[src/hw/rtl/tcli_pkg.sv]
package tcli_pkg;

  localparam int QUEUE_DEPTH = 2;

  localparam logic [7:0] CH_SPACE     = 8'h20;
  localparam logic [7:0] CH_TILDE     = 8'h7E;
  localparam logic [7:0] CH_NEWLINE   = 8'h0A;
  localparam logic [7:0] CH_BACKSPACE = 8'h08;

  localparam logic OP_KEY     = 1'b0;
  localparam logic OP_REQUEST = 1'b1;

  localparam logic [2:0] EXT_ENTER     = 3'd1;
  localparam logic [2:0] EXT_BACKSPACE = 3'd2;
  localparam logic [2:0] EXT_UP        = 3'd3;
  localparam logic [2:0] EXT_DOWN      = 3'd4;
  localparam logic [2:0] EXT_FUNCTION  = 3'd5;

  localparam logic [1:0] SCROLL_NONE = 2'd0;
  localparam logic [1:0] SCROLL_UP   = 2'd1;
  localparam logic [1:0] SCROLL_DOWN = 2'd2;

  localparam logic [3:0] LAST_CONSOLE = 4'd11;

  typedef enum logic [2:0] {
    CMD_NONE,
    CMD_REQUEST,
    CMD_CHAR,
    CMD_SCROLL,
    CMD_CONSOLE
  } cmd_kind_t;

  typedef struct packed {
    cmd_kind_t   kind;
    logic [7:0]  ch;
    logic [15:0] req;
    logic [1:0]  scroll;
    logic [3:0]  console;
  } cmd_t;

  typedef struct packed {
    logic empty;
    logic full;
  } queue_status_t;

endpackage

[src/hw/rtl/tcli_front.sv]
module tcli_front (
  input  logic              in_valid,
  output logic              in_ready,
  input  logic              in_operation,
  input  logic [7:0]        in_key_char,
  input  logic              in_is_extended,
  input  logic [2:0]        in_ext_key,
  input  logic [3:0]        in_function_index,
  input  logic              in_shift_held,
  input  logic [15:0]       in_request_count,
  input  logic              queue_full,
  output logic              push,
  output tcli_pkg::cmd_t    push_cmd
);

  assign in_ready = !queue_full;
  assign push     = in_valid && !queue_full;

  always_comb begin
    push_cmd         = '0;
    push_cmd.kind    = tcli_pkg::CMD_NONE;
    push_cmd.req     = in_request_count;
    push_cmd.ch      = in_key_char;
    push_cmd.scroll  = tcli_pkg::SCROLL_NONE;
    push_cmd.console = in_function_index;
    if (in_operation == tcli_pkg::OP_REQUEST) begin
      push_cmd.kind = tcli_pkg::CMD_REQUEST;
    end else if (!in_is_extended) begin
      push_cmd.kind = tcli_pkg::CMD_CHAR;
    end else begin
      unique case (in_ext_key)
        tcli_pkg::EXT_ENTER: begin
          push_cmd.kind = tcli_pkg::CMD_CHAR;
          push_cmd.ch   = tcli_pkg::CH_NEWLINE;
        end
        tcli_pkg::EXT_BACKSPACE: begin
          push_cmd.kind = tcli_pkg::CMD_CHAR;
          push_cmd.ch   = tcli_pkg::CH_BACKSPACE;
        end
        tcli_pkg::EXT_UP: begin
          if (in_shift_held) begin
            push_cmd.kind   = tcli_pkg::CMD_SCROLL;
            push_cmd.scroll = tcli_pkg::SCROLL_UP;
          end
        end
        tcli_pkg::EXT_DOWN: begin
          if (in_shift_held) begin
            push_cmd.kind   = tcli_pkg::CMD_SCROLL;
            push_cmd.scroll = tcli_pkg::SCROLL_DOWN;
          end
        end
        tcli_pkg::EXT_FUNCTION: begin
          if (in_shift_held && in_function_index <= tcli_pkg::LAST_CONSOLE) begin
            push_cmd.kind = tcli_pkg::CMD_CONSOLE;
          end
        end
        default: push_cmd.kind = tcli_pkg::CMD_NONE;
      endcase
    end
  end

endmodule

[src/hw/rtl/tcli_queue.sv]
module tcli_queue (
  input  logic                    clk,
  input  logic                    rst_n,
  input  logic                    push,
  input  tcli_pkg::cmd_t          push_cmd,
  input  logic                    pop,
  output tcli_pkg::cmd_t          head_cmd,
  output tcli_pkg::queue_status_t status
);

  localparam int DEPTH = tcli_pkg::QUEUE_DEPTH;
  localparam int PTR_W = (DEPTH > 1) ? $clog2(DEPTH) : 1;
  localparam int CNT_W = $clog2(DEPTH + 1);

  tcli_pkg::cmd_t   slot_r [DEPTH];
  logic [PTR_W-1:0] wr_ptr_r, wr_ptr_nxt;
  logic [PTR_W-1:0] rd_ptr_r, rd_ptr_nxt;
  logic [CNT_W-1:0] count_r, count_nxt;
  logic             do_push, do_pop;

  assign status.empty = (count_r == '0);
  assign status.full  = (count_r == CNT_W'(DEPTH));
  assign head_cmd     = slot_r[rd_ptr_r];
  assign do_push      = push && !status.full;
  assign do_pop       = pop && !status.empty;

  always_comb begin
    wr_ptr_nxt = wr_ptr_r;
    rd_ptr_nxt = rd_ptr_r;
    count_nxt  = count_r;
    if (do_push) begin
      wr_ptr_nxt = (wr_ptr_r == PTR_W'(DEPTH - 1)) ? '0 : wr_ptr_r + 1'b1;
    end
    if (do_pop) begin
      rd_ptr_nxt = (rd_ptr_r == PTR_W'(DEPTH - 1)) ? '0 : rd_ptr_r + 1'b1;
    end
    if (do_push && !do_pop) begin
      count_nxt = count_r + 1'b1;
    end else if (do_pop && !do_push) begin
      count_nxt = count_r - 1'b1;
    end
  end

  always_ff @(posedge clk) begin
    if (!rst_n) begin
      wr_ptr_r <= '0;
      rd_ptr_r <= '0;
      count_r  <= '0;
    end else begin
      wr_ptr_r <= wr_ptr_nxt;
      rd_ptr_r <= rd_ptr_nxt;
      count_r  <= count_nxt;
    end
  end

  always_ff @(posedge clk) begin
    if (do_push) begin
      slot_r[wr_ptr_r] <= push_cmd;
    end
  end

endmodule

[src/hw/rtl/tcli_back.sv]
module tcli_back #(
  parameter int COUNT_WIDTH = 16
) (
  input  logic                    clk,
  input  logic                    rst_n,
  input  tcli_pkg::cmd_t          head_cmd,
  input  tcli_pkg::queue_status_t status,
  output logic                    pop,
  output logic                    out_valid,
  input  logic                    out_ready,
  output logic                    out_echo_valid,
  output logic [7:0]              out_echo_char,
  output logic                    out_extra_newline,
  output logic                    out_store_valid,
  output logic [7:0]              out_store_char,
  output logic [15:0]             out_store_index,
  output logic                    out_done_valid,
  output logic [15:0]             out_done_count,
  output logic                    out_request_ack,
  output logic [1:0]              out_scroll_dir,
  output logic                    out_console_select_valid,
  output logic [3:0]              out_console_index
);

  logic [COUNT_WIDTH-1:0] rem_r, rem_nxt;
  logic [COUNT_WIDTH-1:0] xfer_r, xfer_nxt;
  logic [COUNT_WIDTH+15:0] req_wide;
  logic [COUNT_WIDTH+15:0] xfer_wide;
  logic [COUNT_WIDTH+15:0] xfer_nxt_wide;

  logic        valid_r;
  logic        echo_valid_r, echo_valid_nxt;
  logic [7:0]  echo_char_r, echo_char_nxt;
  logic        extra_nl_r, extra_nl_nxt;
  logic        store_valid_r, store_valid_nxt;
  logic [7:0]  store_char_r, store_char_nxt;
  logic [15:0] store_index_r, store_index_nxt;
  logic        done_valid_r, done_valid_nxt;
  logic [15:0] done_count_r, done_count_nxt;
  logic        ack_r, ack_nxt;
  logic [1:0]  scroll_r, scroll_nxt;
  logic        console_valid_r, console_valid_nxt;
  logic [3:0]  console_index_r, console_index_nxt;
  logic        printable;

  assign pop = !status.empty && (!valid_r || out_ready);

  assign req_wide      = {{COUNT_WIDTH{1'b0}}, head_cmd.req};
  assign xfer_wide     = {16'b0, xfer_r};
  assign xfer_nxt_wide = {16'b0, xfer_nxt};
  assign printable     = (head_cmd.ch >= tcli_pkg::CH_SPACE) &&
                         (head_cmd.ch <= tcli_pkg::CH_TILDE);

  always_comb begin
    rem_nxt           = rem_r;
    xfer_nxt          = xfer_r;
    echo_valid_nxt    = 1'b0;
    echo_char_nxt     = '0;
    extra_nl_nxt      = 1'b0;
    store_valid_nxt   = 1'b0;
    store_char_nxt    = '0;
    store_index_nxt   = '0;
    done_valid_nxt    = 1'b0;
    done_count_nxt    = '0;
    ack_nxt           = 1'b0;
    scroll_nxt        = tcli_pkg::SCROLL_NONE;
    console_valid_nxt = 1'b0;
    console_index_nxt = '0;
    unique case (head_cmd.kind)
      tcli_pkg::CMD_REQUEST: begin
        rem_nxt  = req_wide[COUNT_WIDTH-1:0];
        xfer_nxt = '0;
        ack_nxt  = 1'b1;
      end
      tcli_pkg::CMD_CHAR: begin
        if (rem_r != '0) begin
          if (printable) begin
            echo_valid_nxt  = 1'b1;
            echo_char_nxt   = head_cmd.ch;
            store_valid_nxt = 1'b1;
            store_char_nxt  = head_cmd.ch;
            store_index_nxt = xfer_wide[15:0];
            xfer_nxt        = xfer_r + 1'b1;
            rem_nxt         = rem_r - 1'b1;
          end else if (head_cmd.ch == tcli_pkg::CH_BACKSPACE && xfer_r != '0) begin
            echo_valid_nxt = 1'b1;
            echo_char_nxt  = head_cmd.ch;
            xfer_nxt       = xfer_r - 1'b1;
            rem_nxt        = rem_r + 1'b1;
          end
          if (head_cmd.ch == tcli_pkg::CH_NEWLINE || rem_nxt == '0) begin
            extra_nl_nxt   = 1'b1;
            done_valid_nxt = 1'b1;
            done_count_nxt = xfer_nxt_wide[15:0];
            rem_nxt        = '0;
          end
        end
      end
      tcli_pkg::CMD_SCROLL: begin
        scroll_nxt = head_cmd.scroll;
      end
      tcli_pkg::CMD_CONSOLE: begin
        console_valid_nxt = 1'b1;
        console_index_nxt = head_cmd.console;
      end
      default: begin
      end
    endcase
  end

  always_ff @(posedge clk) begin
    if (!rst_n) begin
      rem_r   <= '0;
      xfer_r  <= '0;
      valid_r <= 1'b0;
    end else begin
      if (pop) begin
        rem_r   <= rem_nxt;
        xfer_r  <= xfer_nxt;
        valid_r <= 1'b1;
      end else if (out_ready) begin
        valid_r <= 1'b0;
      end
    end
  end

  always_ff @(posedge clk) begin
    if (pop) begin
      echo_valid_r    <= echo_valid_nxt;
      echo_char_r     <= echo_char_nxt;
      extra_nl_r      <= extra_nl_nxt;
      store_valid_r   <= store_valid_nxt;
      store_char_r    <= store_char_nxt;
      store_index_r   <= store_index_nxt;
      done_valid_r    <= done_valid_nxt;
      done_count_r    <= done_count_nxt;
      ack_r           <= ack_nxt;
      scroll_r        <= scroll_nxt;
      console_valid_r <= console_valid_nxt;
      console_index_r <= console_index_nxt;
    end
  end

  assign out_valid                = valid_r;
  assign out_echo_valid           = echo_valid_r;
  assign out_echo_char            = echo_char_r;
  assign out_extra_newline        = extra_nl_r;
  assign out_store_valid          = store_valid_r;
  assign out_store_char           = store_char_r;
  assign out_store_index          = store_index_r;
  assign out_done_valid           = done_valid_r;
  assign out_done_count           = done_count_r;
  assign out_request_ack          = ack_r;
  assign out_scroll_dir           = scroll_r;
  assign out_console_select_valid = console_valid_r;
  assign out_console_index        = console_index_r;

  a_store_echoes : assert property (@(posedge clk) disable iff (!rst_n)
    (valid_r && store_valid_r) |-> echo_valid_r)
    else $error("stored character was not echoed");

  a_request_acked : assert property (@(posedge clk) disable iff (!rst_n)
    (pop && head_cmd.kind == tcli_pkg::CMD_REQUEST) |=> (ack_r && xfer_r == '0))
    else $error("read request not acknowledged with cleared count");

  a_done_closes : assert property (@(posedge clk) disable iff (!rst_n)
    pop |=> (!done_valid_r || rem_r == '0))
    else $error("request completed but still open");

  a_done_newline : assert property (@(posedge clk) disable iff (!rst_n)
    valid_r |-> (done_valid_r == extra_nl_r))
    else $error("completion without newline echo");

endmodule

[src/hw/rtl/tty_canonical_line_input.sv]
// Canonical-mode terminal line input.
// The input channel (in_valid/in_ready) carries one beat per key event or
// read request. A read request opens a line of in_request_count characters
// and is answered by a beat with request_ack set. Key beats are decoded into
// echo, store, completion, scroll and console-select actions.
// The output channel (out_valid/out_ready) returns exactly one beat for every
// accepted input beat, in order.
// An accepted beat is written into the command queue; out_valid rises once
// the execute stage pops it into the output register. While out_ready is high
// the block takes one beat per cycle: a classify stage feeds a two-entry queue
// that the execute stage drains one command per cycle, updating its counts.
// When the receiver stalls, the result holds in the output register and the
// queue takes up to two more beats before in_ready falls.
// Reset clears the queue, the output valid flag and both line counts, so no
// request is open after reset.
module tty_canonical_line_input #(
  parameter int COUNT_WIDTH = 16
) (
  input  logic        clk,
  input  logic        rst_n,
  input  logic        in_valid,
  output logic        in_ready,
  input  logic        in_operation,
  input  logic [7:0]  in_key_char,
  input  logic        in_is_extended,
  input  logic [2:0]  in_ext_key,
  input  logic [3:0]  in_function_index,
  input  logic        in_shift_held,
  input  logic [15:0] in_request_count,
  output logic        out_valid,
  input  logic        out_ready,
  output logic        out_echo_valid,
  output logic [7:0]  out_echo_char,
  output logic        out_extra_newline,
  output logic        out_store_valid,
  output logic [7:0]  out_store_char,
  output logic [15:0] out_store_index,
  output logic        out_done_valid,
  output logic [15:0] out_done_count,
  output logic        out_request_ack,
  output logic [1:0]  out_scroll_dir,
  output logic        out_console_select_valid,
  output logic [3:0]  out_console_index
);

  logic                    push;
  logic                    pop;
  tcli_pkg::cmd_t          push_cmd;
  tcli_pkg::cmd_t          head_cmd;
  tcli_pkg::queue_status_t status;

  tcli_front u_front (
    .in_valid          (in_valid),
    .in_ready          (in_ready),
    .in_operation      (in_operation),
    .in_key_char       (in_key_char),
    .in_is_extended    (in_is_extended),
    .in_ext_key        (in_ext_key),
    .in_function_index (in_function_index),
    .in_shift_held     (in_shift_held),
    .in_request_count  (in_request_count),
    .queue_full        (status.full),
    .push              (push),
    .push_cmd          (push_cmd)
  );

  tcli_queue u_queue (
    .clk      (clk),
    .rst_n    (rst_n),
    .push     (push),
    .push_cmd (push_cmd),
    .pop      (pop),
    .head_cmd (head_cmd),
    .status   (status)
  );

  tcli_back #(
    .COUNT_WIDTH (COUNT_WIDTH)
  ) u_back (
    .clk                      (clk),
    .rst_n                    (rst_n),
    .head_cmd                 (head_cmd),
    .status                   (status),
    .pop                      (pop),
    .out_valid                (out_valid),
    .out_ready                (out_ready),
    .out_echo_valid           (out_echo_valid),
    .out_echo_char            (out_echo_char),
    .out_extra_newline        (out_extra_newline),
    .out_store_valid          (out_store_valid),
    .out_store_char           (out_store_char),
    .out_store_index          (out_store_index),
    .out_done_valid           (out_done_valid),
    .out_done_count           (out_done_count),
    .out_request_ack          (out_request_ack),
    .out_scroll_dir           (out_scroll_dir),
    .out_console_select_valid (out_console_select_valid),
    .out_console_index        (out_console_index)
  );

endmodule

[config.mk]
export PLATFORM = sky130hd
export DESIGN_NAME = tty_canonical_line_input
export DESIGN_NICKNAME = d
export VERILOG_FILES = /design/src/hw/rtl/tcli_pkg.sv /design/src/hw/rtl/tcli_front.sv /design/src/hw/rtl/tcli_queue.sv /design/src/hw/rtl/tcli_back.sv /design/src/hw/rtl/tty_canonical_line_input.sv
export SDC_FILE = /design/constraint.sdc
export NUM_CORES = 1
export LEC_CHECK = 0
export BUFFER_PORTS_ARGS = -buffer_cell sky130_fd_sc_hd__buf_2
export CAP_MARGIN = 20
export CORE_AREA = 3 3 167 169
export CTS_CLUSTER_DIAMETER = 30
export DETAILED_ROUTE_END_ITERATION = 8
export DIE_AREA = 0 0 170 172
export PLACE_DENSITY_LB_ADDON = 0.12
export SLEW_MARGIN = 20
export SYNTH_ARGS = -nofsm -noshare
export SYNTH_HDL_FRONTEND = slang
export SYNTH_SLANG_ARGS = --single-unit
[constraint.sdc]
create_clock -name clk -period 6.3 [get_ports clk]
set_input_delay 0.63 -clock clk [delete_from_list [all_inputs] [get_ports clk]]
set_output_delay 0.63 -clock clk [all_outputs]
set_load 0.01 [all_outputs]
==> results.json <==
{
  "ant_nets": 0,
  "synthTopCellsByArea": "edfxtp_1 (47%), dfxtp_1 (9.6%), nor2_1 (4.4%)",
  "coreArea_um2": 26700,
  "cts_inserted_buffers": 17,
  "postCtsSetupBuffers": 0,
  "fin_skew_ns": 0.00835,
  "grt_usage": 0.141,
  "rsz0062_at_grt": "no",
  "die_w_um": 170,
  "dpl.hpwl_um": 13900,
  "fp.dieH_um": 172,
  "drc_errors": 0,
  "final_util": 0.350,
  "io_buffers": 99,
  "vias_per_cell": 5.04,
  "gp_congestion": 0.840,
  "fin_tns_setup_ns": 0,
  "path_max_fanout": 36,
  "firstDrtPassIters": 5,
  "grt_max_degree": 76,
  "hold_buffers": 0,
  "layout.nets": 860,
  "antenna_found_initial": 0,
  "cts_tree": "built",
  "synth_commonest_cells": "edfxtp_1 (125), nor2_1 (94), nand2_1 (60)",
  "start_util": 0.298,
  "io_pins": 100,
  "cp.required_ns": 6.58,
  "holdWs_ns": 0.386,
  "detail_route.wl_per_cell_um": 17.4,
  "num_vias": 5895,
  "pre_cts_ws_ns": 2.17,
  "timing.final.crit_share": 0.660,
  "num_antenna_cells": 0,
  "clk_path_buf_depth": 2,
  "seqPwrFrac": 0.400,
  "ys.flop_type": "edfxtp_1",
  "ctsRootBufferMaster": "clkbuf_16",
  "synth_top_cell_by_area": "edfxtp_1",
  "yosys_warnings": 0,
  "cts-htree-levels": 4,
  "drive_gt1_frac": 0.199,
  "yosysSeqAreaShare": 0.567,
  "synth_most_common_cell": "edfxtp_1",
  "synth.avg_cell_area_um2": 10.8,
  "finalSetupViolCount": 0,
  "finalPower_mw": 4.37,
  "synth_edf_count": 125,
  "die-area_um2": 29200,
  "grt_overflow": 0,
  "arrival_ns": 4.44,
  "ir_worst_vdd_mv": 0.186,
  "combPwrFrac": 0.358,
  "rows": 60,
  "synth_seq_cells": 163,
  "drt_iter0_markers": 390,
  "netlist.area_leader.share": 0.471,
  "grt_pass1_vias": 5750,
  "clkSinkCount": 163,
  "syn_to_final_growth_pct": 17.4,
  "insertion_delay_ns": 0.43,
  "outcome": "finished clean",
  "intPower_mw": 2.69,
  "start_kind": "flip-flop",
  "drt_wl_total_um": 20300,
  "hold_path_class": "in2reg",
  "worstSetupEndpointType": "flip-flop",
  "clkTransAtPathRegs_ns": 0.07,
  "p_switching_mw": 1.68,
  "cts_resized": 0,
  "worstSetupPathType": "reg2reg",
  "leakagePower_nw": 3.44,
  "sw_frac_of_total": 0.385,
  "power_density_nw_per_um2": 467,
  "setup_ws_ns": 2.15,
  "async_flop_share": 0,
  "hold_viol": 0,
  "ys_types": 77,
  "min_period_ns": 4.15,
  "netlist_area_um2": 7970,
  "relSlewSlack": 0.306,
  "grt_pass1_wl_um": 32400,
  "clockPowerShare": 0.242,
  "netlist_instances": 737,
  "tightest_slew_ns": 1.03,
  "maxCapViolCount": 0,
  "fmax_ghz": 0.241,
  "slew_violations": 0
}
-- cell usage in the layout (no fill, tap or decap), types with 7 or more instances in the layout --
| master | instances |
|---|---|
| a211oi_1 | 9 |
| a21oi_1 | 28 |
| a22oi_1 | 8 |
| and2_1 | 20 |
| and3_1 | 19 |
| and4_1 | 7 |
| buf_2 | 99 |
| buf_4 | 10 |
| clkbuf_16 | 17 |
| dfxtp_1 | 37 |
| edfxtp_1 | 125 |
| inv_1 | 16 |
| mux2i_1 | 35 |
| nand2_1 | 60 |
| nand2b_1 | 9 |
| nand3_1 | 15 |
| nand4_1 | 9 |
| nor2_1 | 93 |
| nor2b_1 | 7 |
| nor3_1 | 21 |
| o21a_1 | 9 |
| o21ai_0 | 27 |
| o22ai_1 | 7 |
| or3_1 | 10 |
| xnor2_1 | 7 |
| xor2_1 | 11 |
-- power by group through the flow --
stage          Combinational [mW]  Clock, mW  Sequential [mW]
3_3_place_gp                 1.57          0             1.77
2_1_floorplan                1.07          0             1.76
4_1_cts                      1.59       1.09             1.76
3_5_place_dp                 1.58          0             1.78
6_report                     1.56       1.06             1.75
5_1_grt                      1.74       1.13             1.80
-- state kept, by name, indices dropped and copies added, names as in the netlist, 4 cells and up, named ones only --
signal / cells
u_back.out_console_index: 4
u_back.out_echo_char: 8
u_back.out_done_count: 16
u_back.out_store_char: 8
u_queue.slot_r: 66
u_back.rem_r: 16
u_back.out_store_index: 16
u_back.xfer_r: 16
-- metal layers --
metal	vias up	share of wire	global-route usage
met1	2857	0.46	0.189
li1	2885	-	-
met2	143	0.48	0.236
met4	0	0.0087	0.0335
met5	-	0	0
met3	10	0.045	0.0272
-- cells by family (layout without fill, tap and decap cells) --
| family | after synthesis | after routing | share of synthesized area |
|---|---|---|---|
| buffers and inverters | 68 | 159 | 0.0352 |
| AO/OA/AOI/OAI | 138 | 138 | 0.119 |
| other | 1 | 2 | 0.000471 |
| AND/OR/NAND/NOR | 305 | 305 | 0.201 |
| XOR/XNOR | 18 | 18 | 0.0198 |
| adder cells (fa/ha/maj) | 6 | 6 | 0.00942 |
| multiplexers | 38 | 38 | 0.0482 |
| flip-flops | 163 | 163 | 0.567 |
-- cell type report --
cell class | instances | area, um^2
Multi-Input combinational cell | 507 | 3180
Inverter | 18 | 67.6
Sequential cell | 163 | 4520
Fill cell | 2712 | 17400
Tap cell | 341 | 427
Clock inverter | 15 | 170
Timing Repair Buffer | 109 | 571
Clock buffer | 17 | 425
-- worst paths after layout --
kind,slack [ns],start,cells after the start,endpoint
max,2.15,flip-flop,10,u_back.out_done_count[11]$_SDFFCE_PN0P_
min,0.39,in_function_index[1],1,u_queue.slot_r[0][1]$_DFFE_PP_
max reg2reg,2.15,flip-flop,10,u_back.out_done_count[11]$_SDFFCE_PN0P_
min reg2reg,0.53,u_queue.rd_ptr_r$_SDFFE_PN0P_,2,u_queue.rd_ptr_r$_SDFFE_PN0P_
-- critical path: stages (launching register included) --
cell,delay [ns]
dfxtp_2,0.82
and4b_1,0.27
a22oi_1,0.56
o21ai_1,0.10
buf_4,0.23
o32ai_1,0.50
xor2_1,0.12
nor3_1,0.39
nand4_4,0.26
a21oi_4,0.52
a21boi_1,0.23
-- per-stage QoR --
stage / std cells / cell area, um^2
2_1_floorplan: 738 / 7970
3_3_place_gp: 1138 / 8760
3_5_place_dp: 1138 / 8760
4_1_cts: 1170 / 9350
5_1_grt: 1170 / 9350
6_report: 1170 / 9350
(Power assumes the default switching activity.)
